[config.mk]
export PLATFORM = sky130hd
export DESIGN_NAME = receive_buffer_reassembler
export DESIGN_NICKNAME = d
export VERILOG_FILES = /design/src/rtl/rbr_pkg.sv /design/src/rtl/receive_buffer_reassembler.sv /design/src/rtl/rbr_ctrl.sv /design/src/rtl/rbr_datapath.sv
export VERILOG_INCLUDE_DIRS = /design/src /design/src/rtl
export SDC_FILE = /design/constraint.sdc
export NUM_CORES = 1
export LEC_CHECK = 0
export ABC_AREA = 1
export BUFFER_PORTS_ARGS = -buffer_cell sky130_fd_sc_hd__buf_4
export CORE_MARGIN = 2
export CORE_UTILIZATION = 60
export CTS_CLUSTER_DIAMETER = 40
export DETAILED_ROUTE_END_ITERATION = 12
export PLACE_DENSITY_LB_ADDON = 0.25
export SYNTH_ARGS = -nofsm -noshare
export SYNTH_HDL_FRONTEND = slang
export SYNTH_SLANG_ARGS = --single-unit
[constraint.sdc]
create_clock -name i_clk -period 15.8 [get_ports i_clk]
set_clock_uncertainty 0.1 [all_clocks]
set_input_delay 1.58 -clock i_clk [delete_from_list [all_inputs] [get_ports i_clk]]
set_output_delay 1.58 -clock i_clk [all_outputs]
set_load 0.005 [all_outputs]
[src/rtl/receive_buffer_reassembler_assert.svh]
`ifndef RECEIVE_BUFFER_REASSEMBLER_ASSERT_SVH
`define RECEIVE_BUFFER_REASSEMBLER_ASSERT_SVH

// Same-cycle implication, checked while out of reset.
`define RBR_ASSERT_IMP(lbl, ante, cons, msg) \
    lbl: assert property (@(posedge i_clk) disable iff (!i_rst_n) (ante) |-> (cons)) \
        else $error(msg);

// Next-cycle implication, checked while out of reset.
`define RBR_ASSERT_NXT(lbl, ante, cons, msg) \
    lbl: assert property (@(posedge i_clk) disable iff (!i_rst_n) (ante) |=> (cons)) \
        else $error(msg);

`endif

[src/rtl/rbr_pkg.sv]
package rbr_pkg;

    // Field widths
    localparam int FUNC_W  = 2;
    localparam int CIN_W   = 14;
    localparam int BUF_W   = 4;
    localparam int WANT_W  = 20;
    localparam int OFF_W   = 12;
    localparam int LEN_W   = 13;
    localparam int ERR_W   = 12;
    localparam int CNT_W   = 13;
    localparam int MEM_W   = BUF_W + CNT_W;

    localparam int IN_TDATA_W  = 40;
    localparam int OUT_TDATA_W = 48;

    // Largest positive arrival count the input field can carry
    localparam int CNT_MAX = 8191;

    localparam int MAX_SEGS = 16;
    localparam int SEG_W    = 4;
    localparam logic [SEG_W-1:0] SEG_LAST = SEG_W'(MAX_SEGS - 1);

    localparam logic [ERR_W-1:0] EPIPE   = ERR_W'(32);
    localparam logic [ERR_W-1:0] ERR_MAX = ERR_W'(4095);

    // Item selector codes
    localparam logic [FUNC_W-1:0] FN_ARRIVE  = 2'd0;
    localparam logic [FUNC_W-1:0] FN_REQUEST = 2'd1;
    localparam logic [FUNC_W-1:0] FN_CLOSE   = 2'd2;

    typedef struct packed {
        logic take_item;
        logic apply_arrival;
        logic apply_close;
        logic start_ext;
        logic clear_parked;
        logic set_parked;
        logic emit_seg;
        logic emit_err;
    } t_cmd;

    typedef struct packed {
        logic is_arrive;
        logic is_request;
        logic is_close;
        logic closed;
        logic parked;
        logic can_ext;
        logic can_err;
        logic slot_free;
        logic seg_last;
    } t_status;

endpackage

[src/rtl/receive_buffer_reassembler.sv]
// Receive buffer reassembler.
// Slave stream (i_s_*): one word per event; tuser selects arrival, byte request or close.
// Arrivals queue filled buffers (number, byte count); a request for N bytes is answered
// on the master stream (o_m_*) as scatter segments from the queue front, or as an error
// report (tuser = 1) once a terminal error is latched and nothing is left to drain.
// tlast marks the final word answering a request; a request that cannot be served yet
// is parked and retried after each arrival taken while the stream is not closed.
// Timing: one item at a time. An arrival or close is applied in the execute state.
// A request is decided in the check state that follows the execute state (and parks
// there when it cannot be served), then each segment takes a load state (queue memory
// read) and an emit state (segment compute into the output register), at most 16
// segments; an error report is written from the error state.
// An arrival that retries a parked request adds the same request steps.
// The output register holds one word; while the receiver stalls, emission waits and
// no new input word is taken until the current request is answered in full.
// Reset (synchronous, active low) empties the queue, clears the parked request, the
// latched error and the closed flag; queue memory contents are not cleared.
module receive_buffer_reassembler #(
    parameter int BUFFERS      = 16,
    parameter int BUFFER_BYTES = 4096
) (
    input  logic                               i_clk,
    input  logic                               i_rst_n,
    input  logic                               i_s_tvalid,
    output logic                               o_s_tready,
    // arrival_count[13:0], has_buffer[14], buffer_number[18:15], want_bytes[38:19]
    input  logic [rbr_pkg::IN_TDATA_W-1:0]     i_s_tdata,
    // func[1:0]
    input  logic [rbr_pkg::FUNC_W-1:0]         i_s_tuser,
    output logic                               o_m_tvalid,
    input  logic                               i_m_tready,
    // seg_buffer[3:0], seg_offset[15:4], seg_length[28:16], buffer_done[29],
    // error_code[41:30]
    output logic [rbr_pkg::OUT_TDATA_W-1:0]    o_m_tdata,
    // kind[0]
    output logic                               o_m_tuser,
    output logic                               o_m_tlast
);
    import rbr_pkg::*;

    t_cmd    cmd;
    t_status sts;

    logic [BUF_W-1:0] seg_buffer;
    logic [OFF_W-1:0] seg_offset;
    logic [LEN_W-1:0] seg_length;
    logic             buffer_done;
    logic [ERR_W-1:0] error_code;

    rbr_ctrl u_ctrl (
        .i_clk   (i_clk),
        .i_rst_n (i_rst_n),
        .i_valid (i_s_tvalid),
        .o_ready (o_s_tready),
        .i_sts   (sts),
        .o_cmd   (cmd)
    );

    rbr_datapath #(
        .BUFFERS      (BUFFERS),
        .BUFFER_BYTES (BUFFER_BYTES)
    ) u_datapath (
        .i_clk           (i_clk),
        .i_rst_n         (i_rst_n),
        .i_cmd           (cmd),
        .o_sts           (sts),
        .i_func          (i_s_tuser),
        .i_arrival_count (i_s_tdata[13:0]),
        .i_has_buffer    (i_s_tdata[14]),
        .i_buffer_number (i_s_tdata[18:15]),
        .i_want_bytes    (i_s_tdata[38:19]),
        .i_out_ready     (i_m_tready),
        .o_out_valid     (o_m_tvalid),
        .o_kind          (o_m_tuser),
        .o_seg_buffer    (seg_buffer),
        .o_seg_offset    (seg_offset),
        .o_seg_length    (seg_length),
        .o_buffer_done   (buffer_done),
        .o_error_code    (error_code),
        .o_last          (o_m_tlast)
    );

    assign o_m_tdata = {6'b000000, error_code, buffer_done, seg_length, seg_offset, seg_buffer};

    `include "receive_buffer_reassembler_assert.svh"

    `RBR_ASSERT_IMP(a_emit_into_free_slot, cmd.emit_seg || cmd.emit_err, !o_m_tvalid || i_m_tready, "emission overwrote a waiting word")
    `RBR_ASSERT_IMP(a_error_report_empty, o_m_tvalid && o_m_tuser, (o_m_tdata[29:0] == 30'd0) && o_m_tlast, "error report carries segment data")
    `RBR_ASSERT_NXT(a_busy_after_accept, i_s_tvalid && o_s_tready, !o_s_tready, "input taken while an item is in work")

endmodule

[src/rtl/rbr_ctrl.sv]
module rbr_ctrl (
    input  logic             i_clk,
    input  logic             i_rst_n,
    input  logic             i_valid,
    output logic             o_ready,
    input  rbr_pkg::t_status i_sts,
    output rbr_pkg::t_cmd    o_cmd
);
    import rbr_pkg::*;

    typedef enum logic [5:0] {
        S_IDLE  = 6'b000001,
        S_EXEC  = 6'b000010,
        S_CHECK = 6'b000100,
        S_LOAD  = 6'b001000,
        S_EMIT  = 6'b010000,
        S_ERR   = 6'b100000
    } t_state;

    t_state r_state;
    t_state n_state;

    always_ff @(posedge i_clk) begin
        if (!i_rst_n) begin
            r_state <= S_IDLE;
        end else begin
            r_state <= n_state;
        end
    end

    always_comb begin
        n_state = r_state;
        o_cmd   = '0;
        o_ready = 1'b0;
        unique case (r_state)
            S_IDLE: begin
                o_ready         = 1'b1;
                o_cmd.take_item = i_valid;
                if (i_valid) begin
                    n_state = S_EXEC;
                end
            end
            S_EXEC: begin
                if (i_sts.is_arrive) begin
                    if (i_sts.closed) begin
                        n_state = S_IDLE;
                    end else begin
                        o_cmd.apply_arrival = 1'b1;
                        n_state = i_sts.parked ? S_CHECK : S_IDLE;
                    end
                end else if (i_sts.is_request) begin
                    n_state = S_CHECK;
                end else if (i_sts.is_close) begin
                    o_cmd.apply_close = 1'b1;
                    n_state = S_IDLE;
                end else begin
                    n_state = S_IDLE;
                end
            end
            S_CHECK: begin
                if (i_sts.can_ext) begin
                    o_cmd.start_ext    = 1'b1;
                    o_cmd.clear_parked = 1'b1;
                    n_state = S_LOAD;
                end else if (i_sts.can_err) begin
                    o_cmd.clear_parked = 1'b1;
                    n_state = S_ERR;
                end else begin
                    // park a request that cannot be served yet
                    o_cmd.set_parked = i_sts.is_request;
                    n_state = S_IDLE;
                end
            end
            S_LOAD: begin
                n_state = S_EMIT;
            end
            S_EMIT: begin
                if (i_sts.slot_free) begin
                    o_cmd.emit_seg = 1'b1;
                    n_state = i_sts.seg_last ? S_IDLE : S_LOAD;
                end
            end
            S_ERR: begin
                if (i_sts.slot_free) begin
                    o_cmd.emit_err = 1'b1;
                    n_state = S_IDLE;
                end
            end
            default: begin
                n_state = S_IDLE;
            end
        endcase
    end

endmodule

[src/rtl/rbr_datapath.sv]
module rbr_datapath #(
    parameter int BUFFERS      = 16,
    parameter int BUFFER_BYTES = 4096
) (
    input  logic                              i_clk,
    input  logic                              i_rst_n,
    input  rbr_pkg::t_cmd                     i_cmd,
    output rbr_pkg::t_status                  o_sts,
    input  logic [rbr_pkg::FUNC_W-1:0]        i_func,
    input  logic signed [rbr_pkg::CIN_W-1:0]  i_arrival_count,
    input  logic                              i_has_buffer,
    input  logic [rbr_pkg::BUF_W-1:0]         i_buffer_number,
    input  logic [rbr_pkg::WANT_W-1:0]        i_want_bytes,
    input  logic                              i_out_ready,
    output logic                              o_out_valid,
    output logic                              o_kind,
    output logic [rbr_pkg::BUF_W-1:0]         o_seg_buffer,
    output logic [rbr_pkg::OFF_W-1:0]         o_seg_offset,
    output logic [rbr_pkg::LEN_W-1:0]         o_seg_length,
    output logic                              o_buffer_done,
    output logic [rbr_pkg::ERR_W-1:0]         o_error_code,
    output logic                              o_last
);
    import rbr_pkg::*;

    localparam int SAT_BYTES = (BUFFER_BYTES < CNT_MAX) ? BUFFER_BYTES : CNT_MAX;
    localparam int IDX_W     = $clog2(BUFFERS);
    localparam int FILL_W    = $clog2(BUFFERS + 1);
    localparam int PEND_W    = $clog2(BUFFERS * SAT_BYTES + 1);
    localparam int CMP_W     = (PEND_W > WANT_W) ? PEND_W : WANT_W;

    localparam logic [IDX_W-1:0]  LAST_IDX  = IDX_W'(BUFFERS - 1);
    localparam logic [FILL_W-1:0] FULL_FILL = FILL_W'(BUFFERS);
    localparam logic [CNT_W-1:0]  SAT_CNT   = CNT_W'(SAT_BYTES);

    // Queue memory: buffer number above byte count
    logic [MEM_W-1:0] mem [BUFFERS];
    logic [MEM_W-1:0] r_rd;

    // Captured item
    logic [FUNC_W-1:0]       r_func;
    logic signed [CIN_W-1:0] r_count;
    logic                    r_has_buf;
    logic [BUF_W-1:0]        r_bufnum;
    logic [WANT_W-1:0]       r_want;

    // Reassembly state
    logic [IDX_W-1:0]  r_head;
    logic [IDX_W-1:0]  r_tail;
    logic [FILL_W-1:0] r_fill;
    logic [CNT_W-1:0]  r_front;
    logic [PEND_W-1:0] r_pend;
    logic              r_parked;
    logic [WANT_W-1:0] r_parked_want;
    logic              r_term;
    logic [ERR_W-1:0]  r_errno;
    logic              r_closed;
    logic [WANT_W-1:0] r_remain;
    logic [SEG_W-1:0]  r_seg_idx;

    // Output register
    logic              r_out_valid;
    logic              r_kind;
    logic [BUF_W-1:0]  r_seg_buffer;
    logic [OFF_W-1:0]  r_seg_offset;
    logic [LEN_W-1:0]  r_seg_length;
    logic              r_buffer_done;
    logic [ERR_W-1:0]  r_error_code;
    logic              r_last;

    logic              pos;
    logic [CNT_W-1:0]  cnt_mag;
    logic [CNT_W-1:0]  cnt_sat;
    logic              push;
    logic [CIN_W-1:0]  neg_mag;
    logic [ERR_W-1:0]  err_new;
    logic              latch;
    logic [WANT_W-1:0] want_sel;
    logic [CMP_W-1:0]  pend_ext;
    logic [CMP_W-1:0]  want_ext;
    logic [WANT_W-1:0] drain;
    logic              can_ext;
    logic [BUF_W-1:0]  rd_buf;
    logic [CNT_W-1:0]  rd_cnt;
    logic [CNT_W-1:0]  avail;
    logic              seg_done;
    logic [CNT_W-1:0]  seg_len;
    logic [WANT_W-1:0] remain_next;
    logic              seg_last;
    logic              slot_free;
    logic [IDX_W-1:0]  head_inc;
    logic [IDX_W-1:0]  tail_inc;

    // Arrival decode
    assign pos     = !r_count[CIN_W-1] && (r_count != '0);
    assign cnt_mag = r_count[CNT_W-1:0];
    assign cnt_sat = (cnt_mag > SAT_CNT) ? SAT_CNT : cnt_mag;
    assign push    = pos && r_has_buf && (r_fill != FULL_FILL);
    assign neg_mag = -r_count;
    assign err_new = (r_count == '0) ? EPIPE :
                     ((neg_mag > {2'b00, ERR_MAX}) ? ERR_MAX : neg_mag[ERR_W-1:0]);
    assign latch   = !pos && !r_term;

    // Serve decision
    assign want_sel = (r_func == FN_REQUEST) ? r_want : r_parked_want;
    assign pend_ext = CMP_W'(r_pend);
    assign want_ext = CMP_W'(want_sel);
    assign drain    = (pend_ext < want_ext) ? pend_ext[WANT_W-1:0] : want_sel;
    assign can_ext  = ((want_sel != '0) && (pend_ext >= want_ext))
                    || (r_term && (drain != '0));

    // Segment at the queue front
    assign rd_buf      = r_rd[MEM_W-1:CNT_W];
    assign rd_cnt      = r_rd[CNT_W-1:0];
    assign avail       = rd_cnt - r_front;
    assign seg_done    = WANT_W'(avail) <= r_remain;
    assign seg_len     = seg_done ? avail : r_remain[CNT_W-1:0];
    assign remain_next = r_remain - WANT_W'(seg_len);
    assign seg_last    = (remain_next == '0) || (r_seg_idx == SEG_LAST);
    assign slot_free   = !r_out_valid || i_out_ready;

    assign head_inc = (r_head == LAST_IDX) ? '0 : r_head + 1'b1;
    assign tail_inc = (r_tail == LAST_IDX) ? '0 : r_tail + 1'b1;

    always_comb begin
        o_sts            = '0;
        o_sts.is_arrive  = (r_func == FN_ARRIVE);
        o_sts.is_request = (r_func == FN_REQUEST);
        o_sts.is_close   = (r_func == FN_CLOSE);
        o_sts.closed     = r_closed;
        o_sts.parked     = r_parked;
        o_sts.can_ext    = can_ext;
        o_sts.can_err    = !can_ext && r_term;
        o_sts.slot_free  = slot_free;
        o_sts.seg_last   = seg_last;
    end

    always_ff @(posedge i_clk) begin
        if (i_cmd.apply_arrival && push) begin
            mem[r_tail] <= {r_bufnum, cnt_sat};
        end
        r_rd <= mem[r_head];
    end

    always_ff @(posedge i_clk) begin
        if (!i_rst_n) begin
            r_head        <= '0;
            r_tail        <= '0;
            r_fill        <= '0;
            r_front       <= '0;
            r_pend        <= '0;
            r_parked      <= 1'b0;
            r_parked_want <= '0;
            r_term        <= 1'b0;
            r_errno       <= '0;
            r_closed      <= 1'b0;
            r_out_valid   <= 1'b0;
        end else begin
            if (i_cmd.apply_arrival) begin
                if (push) begin
                    r_tail <= tail_inc;
                    r_fill <= r_fill + 1'b1;
                    r_pend <= r_pend + PEND_W'(cnt_sat);
                end
                if (latch) begin
                    r_term  <= 1'b1;
                    r_errno <= err_new;
                end
            end
            if (i_cmd.apply_close) begin
                r_closed <= 1'b1;
            end
            if (i_cmd.clear_parked) begin
                r_parked <= 1'b0;
            end
            if (i_cmd.set_parked) begin
                r_parked      <= 1'b1;
                r_parked_want <= r_want;
            end
            if (i_cmd.emit_seg) begin
                r_pend <= r_pend - PEND_W'(seg_len);
                if (seg_done) begin
                    // buffer used up: pop it
                    r_front <= '0;
                    r_head  <= head_inc;
                    r_fill  <= r_fill - 1'b1;
                end else begin
                    r_front <= r_front + seg_len;
                end
            end
            if (i_cmd.emit_seg || i_cmd.emit_err) begin
                r_out_valid <= 1'b1;
            end else if (i_out_ready) begin
                r_out_valid <= 1'b0;
            end
        end
    end

    always_ff @(posedge i_clk) begin
        if (i_cmd.take_item) begin
            r_func    <= i_func;
            r_count   <= i_arrival_count;
            r_has_buf <= i_has_buffer;
            r_bufnum  <= i_buffer_number;
            r_want    <= i_want_bytes;
        end
        if (i_cmd.start_ext) begin
            r_remain  <= drain;
            r_seg_idx <= '0;
        end
        if (i_cmd.emit_seg) begin
            r_remain      <= remain_next;
            r_seg_idx     <= r_seg_idx + 1'b1;
            r_kind        <= 1'b0;
            r_seg_buffer  <= rd_buf;
            r_seg_offset  <= r_front[OFF_W-1:0];
            r_seg_length  <= seg_len;
            r_buffer_done <= seg_done;
            r_error_code  <= '0;
            r_last        <= seg_last;
        end
        if (i_cmd.emit_err) begin
            r_kind        <= 1'b1;
            r_seg_buffer  <= '0;
            r_seg_offset  <= '0;
            r_seg_length  <= '0;
            r_buffer_done <= 1'b0;
            r_error_code  <= r_errno;
            r_last        <= 1'b1;
        end
    end

    assign o_out_valid   = r_out_valid;
    assign o_kind        = r_kind;
    assign o_seg_buffer  = r_seg_buffer;
    assign o_seg_offset  = r_seg_offset;
    assign o_seg_length  = r_seg_length;
    assign o_buffer_done = r_buffer_done;
    assign o_error_code  = r_error_code;
    assign o_last        = r_last;

endmodule
==> summary.txt, run 1 <==
Status
  • Status: finished clean

Place
  • RePlAce Congestion: 0.920
  • Port Buf Inserts: 90
  • Place WS: 8.76 ns
  • Hpwl dp: 37.3 mm

Global route
  • GRT met1 Usage: 41.7%
  • GRT Util Overall: 29.4%
  • Met2 Resource Use GR: 45.5%
  • Layer carrying the most global-route usage: met2
  • Vias in the first global route: 17,000
  • First-pass GRT wire length: 92.5 mm
  • GRT overflow: 0
  • Met3 GRT Util: 5.63%
  • Initial antenna violation count: 2
  • Pin count of the biggest net entering global routing: 102

STA
  • RSZ-0062 raised after global routing: false
  • Final Hold Vio Count: 0
  • Fin crit period: 7.16 ns
  • Final hold slack: 0.350 ns
  • Max Transition Viols Final: 0
  • Actual slew at the worst max-slew pin: 1.42 ns
  • Max transition margin: 5.24%
  • Setup TNS: 0 ns
  • FMAX: 0.140 GHz
  • Final Cycle Share: 45.3%
  • Setup violators final: 0
  • Final worst slack: 8.64 ns

Worst setup path
  • Crit start category: flip-flop
  • CP most frequent cell: nand2_1
  • Max incr delay on CP: 0.68 ns
  • Worst EP arrival: 7.56 ns
  • Worst EP required: 16.20 ns
  • Worst Path Max Fanout: 29
  • Endpoint type of the worst setup path: flip-flop
  • Critical-path top delay cell: nand2_1
  • Top cell family by delay on the critical path: compound AO/OA/AOI/OAI gates
  • R2R Setup Slk: 8.64 ns
  • Worst Path Buf+Inv: 4
  • Critical path class: reg2reg

Power and ir drop
  • NetSw: 0.671 mW
  • Cell leakage power: 10.3 nW
  • Worst VDD drop: 0.0000947 V
  • Sw frac: 21.6%
  • Pwr/cell area: 117 nW/um^2
  • Logic pwr share: 4.2%
  • Clock power share: 51.0%
  • Internal power: 2.44 mW
  • Sequential share of power: 44.9%

Die
  • Die width: 200 um
  • Initial core utilization: 61.1%
  • DIE AREA: 40,100 um^2
  • Core Region: 37,800 um^2
  • FP Rows: 71
  • Number of I/O pins: 98
  • Chip height: 200 um

Drt
  • Vias/cell: 5.88
  • Antenna-violating nets left: 0
  • Starting DRT DRC Count: 1,757
  • Drt pass-1 iters: 6
  • Drc violations: 0
  • Routed WL per cell: 19.4 um
  • Via Count: 17,800
  • Routed WL: 58.7 mm

Synthesis
  • Yosys top cell area share: 45.4%
  • Register area share after synthesis: 57.0%
  • Post-synth top area cell: edfxtp_1
  • Synthesized area: 23,100 um^2
  • Ys async rst share: 0%
  • Post-synth EDFFs: 349
  • Top_reg_cell synth: edfxtp_1
  • Syn_area_per_cell: 9.70 um^2
  • YS warnings: 0
  • Synth Register Bits: 483
  • Synth area leaders: edfxtp_1 (45%), dfxtp_1 (12%), nand2_1 (6.8%)
  • Cells after Synth: 2,380
  • Most common cell in the netlist: nand2_1
  • Synth top cells by count: nand2_1 (420), edfxtp_1 (349), nor2_1 (302)
  • Synth cell types: 57

Clock network
  • Cts repair resizes: 0
  • H-tree depth: 3
  • Clock sink count: 483
  • Post-CTS Hold Buffers: 0
  • CTS Buf Count: 66
  • Setup bufs post-CTS: 0
  • Worst-path clk slew: 0.06 ns
  • Root buffer cell: clkbuf_16
  • Max clock buf depth: 3
  • Clock latency on the worst-skew pair: 0.59 ns
  • TritonCTS clock tree: done

Flow run
  • Total of max-cap violations: 0

Finish
  • Layout cells sized above 1: 11.0%
  • Fill count: 2,747
  • Fin nets: 2,603
  • Layout area overhead: 14.8%
  • Final antenna diode count: 0

Worst hold path
  • Hold Path Class: reg2reg
[power groups by stage]
stage          Sequential, mW  Combinational [mW]  Clock [mW]
3_3_place_gp             1.42               0.123           0
4_1_cts                  1.39               0.128        1.60
6_report                 1.39               0.130        1.58
2_1_floorplan            1.42              0.0818           0
3_5_place_dp             1.42               0.127           0
5_1_grt                  1.40               0.144        1.65
[worst min-delay path, cell delays in order, from the launching register on]
cell and delay [ns]:
dfxtp_1 0.29, inv_1 0.06, a21oi_1 0.05
[sequential cells by signal (all words and copies together), names as in the netlist, 5 cells and up]
name	count
u_datapath.o_error_code	12
u_datapath.r_front	13
u_datapath.r_pend	17
u_datapath.r_errno	12
u_ctrl.r_state	6
u_datapath.r_parked_want	20
u_datapath.o_seg_offset	12
u_datapath.mem	272
u_datapath.r_rd	17
u_datapath.r_fill	5
u_datapath.o_seg_length	13
u_datapath.r_want	20
u_datapath.r_count	14
u_datapath.r_remain	20
[kinds of logic (layout without fill, tap and decap cells)]
group / after synthesis / in the layout / share of synthesized area [%]
and+or+nand+nor: 906 / 906 / 16.5
AOI/OAI and AO/OA: 486 / 486 / 12.2
DFF: 483 / 483 / 57.0
buffers and inverters: 329 / 456 / 5.81
adders and majority gates: 97 / 97 / 5.39
xor gates and xnor gates: 48 / 48 / 1.82
muxes: 30 / 30 / 1.30
other: 1 / 6 / 0.0162
[path summary, 6_finish.rpt]
path | start | depth (start not counted) | to
worst max-delay path | u_datapath.r_front[1]$_SDFFE_PN0P_ | 37 | u_datapath.r_pend[14]$_SDFFE_PN0P_
worst min-delay path | u_datapath.r_parked_want[5]$_SDFFE_PN0P_ | 2 | u_datapath.r_parked_want[5]$_SDFFE_PN0P_
worst max register to register | u_datapath.r_front[1]$_SDFFE_PN0P_ | 37 | u_datapath.r_pend[14]$_SDFFE_PN0P_
worst min register to register | u_datapath.r_parked_want[5]$_SDFFE_PN0P_ | 2 | u_datapath.r_parked_want[5]$_SDFFE_PN0P_
[final cells by class]
cell class	count	area [um^2]	area share (%)
inverters	222	833	3.14
flip-flops and latches	483	13200	49.7
clock buffers	78	1770	6.68
clock inverters	42	614	2.32
well taps	511	639	2.41
repair buffers	114	856	3.23
multi-input cells	1573	8620	32.5
[per-stage QoR]
stage               instance area, um^2  utilization [%]  std cells  power (mW)
floorplan                         23100                -       2385        1.50
global route                      26500             70.2       3023        3.19
global placement                  24100             63.9       2903        1.54
CTS                               26500             70.2       3023        3.12
detailed placement                24100             63.9       2903        1.55
finish                            26500             70.2       3023        3.11
[per-layer routing]
metal,vias up,share of wire (%)
met5,-,0.046
met4,4,2.7
met3,123,9.0
met2,807,45
met1,8448,43
li1,8392,-
[placed cells by master (no fill, tap or decap), types with 38 or more instances in the layout]
cell | netlist | final
nor2_1 | 302 | 295
buf_4 | 10 | 114
inv_1 | 213 | 213
a21oi_1 | 152 | 152
dfxtp_1 | 134 | 132
nand2_1 | 420 | 420
clkbuf_16 | 0 | 68
o32ai_1 | 38 | 38
nand3_1 | 106 | 106
ha_1 | 93 | 93
edfxtp_1 | 349 | 349
o21ai_0 | 203 | 203
Power figures use the tool's default switching activity.
==> run 2: changes to the inputs <==
--- a/config.mk
+++ b/config.mk
@@ -9,7 +9,7 @@
 export ABC_AREA = 1
 export BUFFER_PORTS_ARGS = -buffer_cell sky130_fd_sc_hd__buf_4
 export CORE_MARGIN = 2
-export CORE_UTILIZATION = 60
+export CORE_UTILIZATION = 56
 export CTS_CLUSTER_DIAMETER = 40
 export DETAILED_ROUTE_END_ITERATION = 12
 export PLACE_DENSITY_LB_ADDON = 0.25
==> constraint.sdc (replaced) <==
create_clock -name i_clk -period 6.5 [get_ports i_clk]
set_clock_uncertainty 0.1 [all_clocks]
set_input_delay 0.65 -clock i_clk [delete_from_list [all_inputs] [get_ports i_clk]]
set_output_delay 0.65 -clock i_clk [all_outputs]
set_load 0.005 [all_outputs]
==> run 2 against run 1 <==
Compared with the run above:
- clock power grew 140%
- total power grew 140%
- via count shrank 1.1%
- sequential cell count is the same
- critical path type unchanged
- hold slack lost 0.21 ns
- highest routed layer is now met4
- combinational power grew 140%
- non-clock buffer count grew 17
- cell area grew 0.60%
- largest cell class unchanged
- sequential power grew 140%
- clock-buffer cell count grew 4
- worst setup slack lost 8.1 ns
==> summary.txt, run 2 (same netlist as run 1, synthesis figures left out) <==
Status
  • Status: finished clean (unchanged)

Power and ir drop
  • Cell leakage power: 10.4 nW (was 10.3 nW)
  • Worst VDD drop: 0.000197 V (was 0.0000947 V)
  • Pwr/cell area: 278 nW/um^2 (was 117 nW/um^2)
  • Tot Pwr: 7.42 mW (was 3.11 mW)

Clock network
  • Clock sink count: 483 (unchanged)
  • CTS Buf Count: 70 (was 66)
  • H-tree depth: 3 (unchanged)
  • Post-CTS Hold Buffers: 0 (unchanged)
  • TritonCTS clock tree: done (unchanged)
  • Root buffer cell: clkbuf_16 (unchanged)
  • Clock latency on the worst-skew pair: 0.58 ns (was 0.59 ns)
  • Max clock buf depth: 3 (unchanged)
  • Worst-path clk slew: 0.05 ns (was 0.06 ns)

Place
  • Place WS: 0.217 ns (was 8.76 ns)
  • Hpwl dp: 37.8 mm (was 37.3 mm)
  • Port Buf Inserts: 90 (unchanged)
  • RePlAce Congestion: 0.897 (was 0.920)
  • Placed insts: 2,940 (was 2,903)

Worst setup path
  • Worst EP required: 6.91 ns (was 16.20 ns)
  • Max incr delay on CP: 0.47 ns (was 0.68 ns)
  • Worst setup startpoint: u_datapath.r_front[2]$_SDFFE_PN0P_ (was u_datapath.r_front[1]$_SDFFE_PN0P_)
  • Critical-path top delay cell: fa_1 (was nand2_1)
  • Worst Path Max Fanout: 8 (was 29)
  • R2R Setup Slk: 0.53 ns (was 8.64 ns)
  • Critical path class: reg2reg (unchanged)
  • Worst EP arrival: 6.38 ns (was 7.56 ns)
  • Worst Reg-to-Reg Cells: 40 (was 37)
  • CP most frequent cell: nand2_1 (unchanged)
  • Critical R2R Capture: u_ctrl.r_state[0]$_SDFFE_PN1P_ (was u_datapath.r_pend[14]$_SDFFE_PN0P_)
  • Crit start category: flip-flop (unchanged)
  • Reg-to-reg startpoint: u_datapath.r_front[2]$_SDFFE_PN0P_ (was u_datapath.r_front[1]$_SDFFE_PN0P_)
  • Endpoint type of the worst setup path: flip-flop (unchanged)
  • Worst setup endpoint: u_ctrl.r_state[0]$_SDFFE_PN1P_ (was u_datapath.r_pend[14]$_SDFFE_PN0P_)

Finish
  • Fin nets: 2,624 (was 2,603)
  • Layout area overhead: 15.5% (was 14.8%)
  • Most common cell after layout, fill and taps aside: nand2_1 (unchanged)
  • Non-Filler Instances: 3,070 (was 3,023)
  • Max reg flops: 272 (unchanged)
  • Fin util: 65.4% (was 70.2%)
  • Final antenna diode count: 0 (unchanged)
  • Highest-count cells in the layout ignoring fill and taps: nand2_1 (419), edfxtp_1 (349), nor2_1 (297) (was nand2_1 (420), edfxtp_1 (349), nor2_1 (295))
  • Layout cells sized above 1: 12.2% (was 11.0%)
  • Biggest register: u_datapath.mem (unchanged)

STA
  • Actual slew at the worst max-slew pin: 1.38 ns (was 1.42 ns)
  • Final Hold Vio Count: 0 (unchanged)
  • Final hold slack: 0.143 ns (was 0.350 ns)
  • Fin crit period: 5.97 ns (was 7.16 ns)
  • Final worst slack: 0.530 ns (was 8.64 ns)
  • FMAX: 0.168 GHz (was 0.140 GHz)
  • Max transition margin: 7.45% (was 5.24%)
  • Setup violators final: 0 (unchanged)
  • Max Transition Viols Final: 0 (unchanged)
  • Final Cycle Share: 91.8% (was 45.3%)

Global route
  • Initial antenna violation count: 0 (was 2)
  • GRT overflow: 0 (unchanged)
  • First-pass GRT wire length: 89.2 mm (was 92.5 mm)
  • Vias in the first global route: 16,900 (was 17,000)
  • GRT Util Overall: 26.3% (was 29.4%)
  • Pin count of the biggest net entering global routing: 114 (was 102)

Drt
  • Vias/cell: 5.73 (was 5.88)
  • Routed WL per cell: 18.7 um (was 19.4 um)
  • Routed WL: 57.3 mm (was 58.7 mm)
  • Drt pass-1 iters: 5 (was 6)
  • Via Count: 17,600 (was 17,800)
  • Drc violations: 0 (unchanged)
  • Starting DRT DRC Count: 1,892 (was 1,757)
  • Antenna-violating nets left: 0 (unchanged)

Worst hold path
  • Hold Path Class: in2reg (was reg2reg)

Die
  • Chip height: 207 um (was 200 um)
  • DIE AREA: 42,900 um^2 (was 40,100 um^2)
  • FP Rows: 74 (was 71)
  • Number of I/O pins: 98 (unchanged)
  • Core Region: 40,700 um^2 (was 37,800 um^2)
  • Die width: 207 um (was 200 um)
  • Initial core utilization: 56.7% (was 61.1%)

Flow run
  • Total of max-cap violations: 0 (unchanged)
[run 2: cell types whose count changed in the layout (fill, tap and decap cells not counted), sizes merged]
cell    change
clkbuf      +4
clkinv     +10
bufinv      -8
buf        +17
inv         +3
[run 2: layout make-up]
cell class,instances,area (um^2)
clock buffer,82,1890
clock inverter,47,454
fill,3121,14100
inverter,222,833
multi-input combinational,1573,8660
sequential,483,13200
tap,532,666
timing repair buffer,131,987
[run 2: power breakdown]
group / internal [mW] / switching, mW / total [mW]
Clock: 2.28 / 1.43 / 3.72
Sequential: 3.35 / 0.0345 / 3.39
Combinational: 0.116 / 0.202 / 0.318
Total: 5.75 / 1.67 / 7.42
[run 2: critical path: cells and delay by family, from the launching register on]
family | cells | cell delay, ns
XOR/XNOR | 1 | 0.25
AO/OA/AOI/OAI | 9 | 1.22
AND/OR/NAND/NOR | 23 | 2.36
flip-flops | 1 | 0.36
buffers and inverters | 4 | 0.51
adder cells (fa/ha/maj) | 3 | 1.12
[run 2: layer usage]
layer	wire, um	GRT usage (%)	part of all wire, %
met4	1250	8.79	2.2
met5	0	0	0
met1	24600	36.6	43
met3	4840	4.29	8.5
met2	26600	42.1	46
[run 2: worst min-delay path by stage]
stage	from	endpoint	slack (ns)	depth (start not counted)
6_report	i_s_tdata[13]	u_datapath.r_count[13]$_DFFE_PP_	0.14	1
5_1_grt	i_s_tdata[10]	u_datapath.r_count[10]$_DFFE_PP_	0.13	1
4_1_cts	i_s_tdata[6]	u_datapath.r_count[6]$_DFFE_PP_	0.12	1
3_5_place_dp	u_datapath.r_parked_want[17]$_SDFFE_PN0P_	u_datapath.r_parked_want[17]$_SDFFE_PN0P_	0.34	2
3_3_place_gp	u_datapath.r_parked_want[17]$_SDFFE_PN0P_	u_datapath.r_parked_want[17]$_SDFFE_PN0P_	0.33	2
2_1_floorplan	u_datapath.r_parked_want[17]$_SDFFE_PN0P_	u_datapath.r_parked_want[17]$_SDFFE_PN0P_	0.32	2
[run 2: repair_timing]
action / in CTS / in global routing
buffers inserted: 0 / 1
endpoints found under the setup margin: 0 / 10
gates resized for setup: 0 / 25
endpoints found under the hold margin: 0 / 0
[run 2: metrics by stage]
step,TNS (ns),area (um^2)
2_1_floorplan,0,23100
3_3_place_gp,0,24300
3_5_place_dp,0,24300
4_1_cts,0,26600
5_1_grt,-0.0184,26700
6_report,0,26700
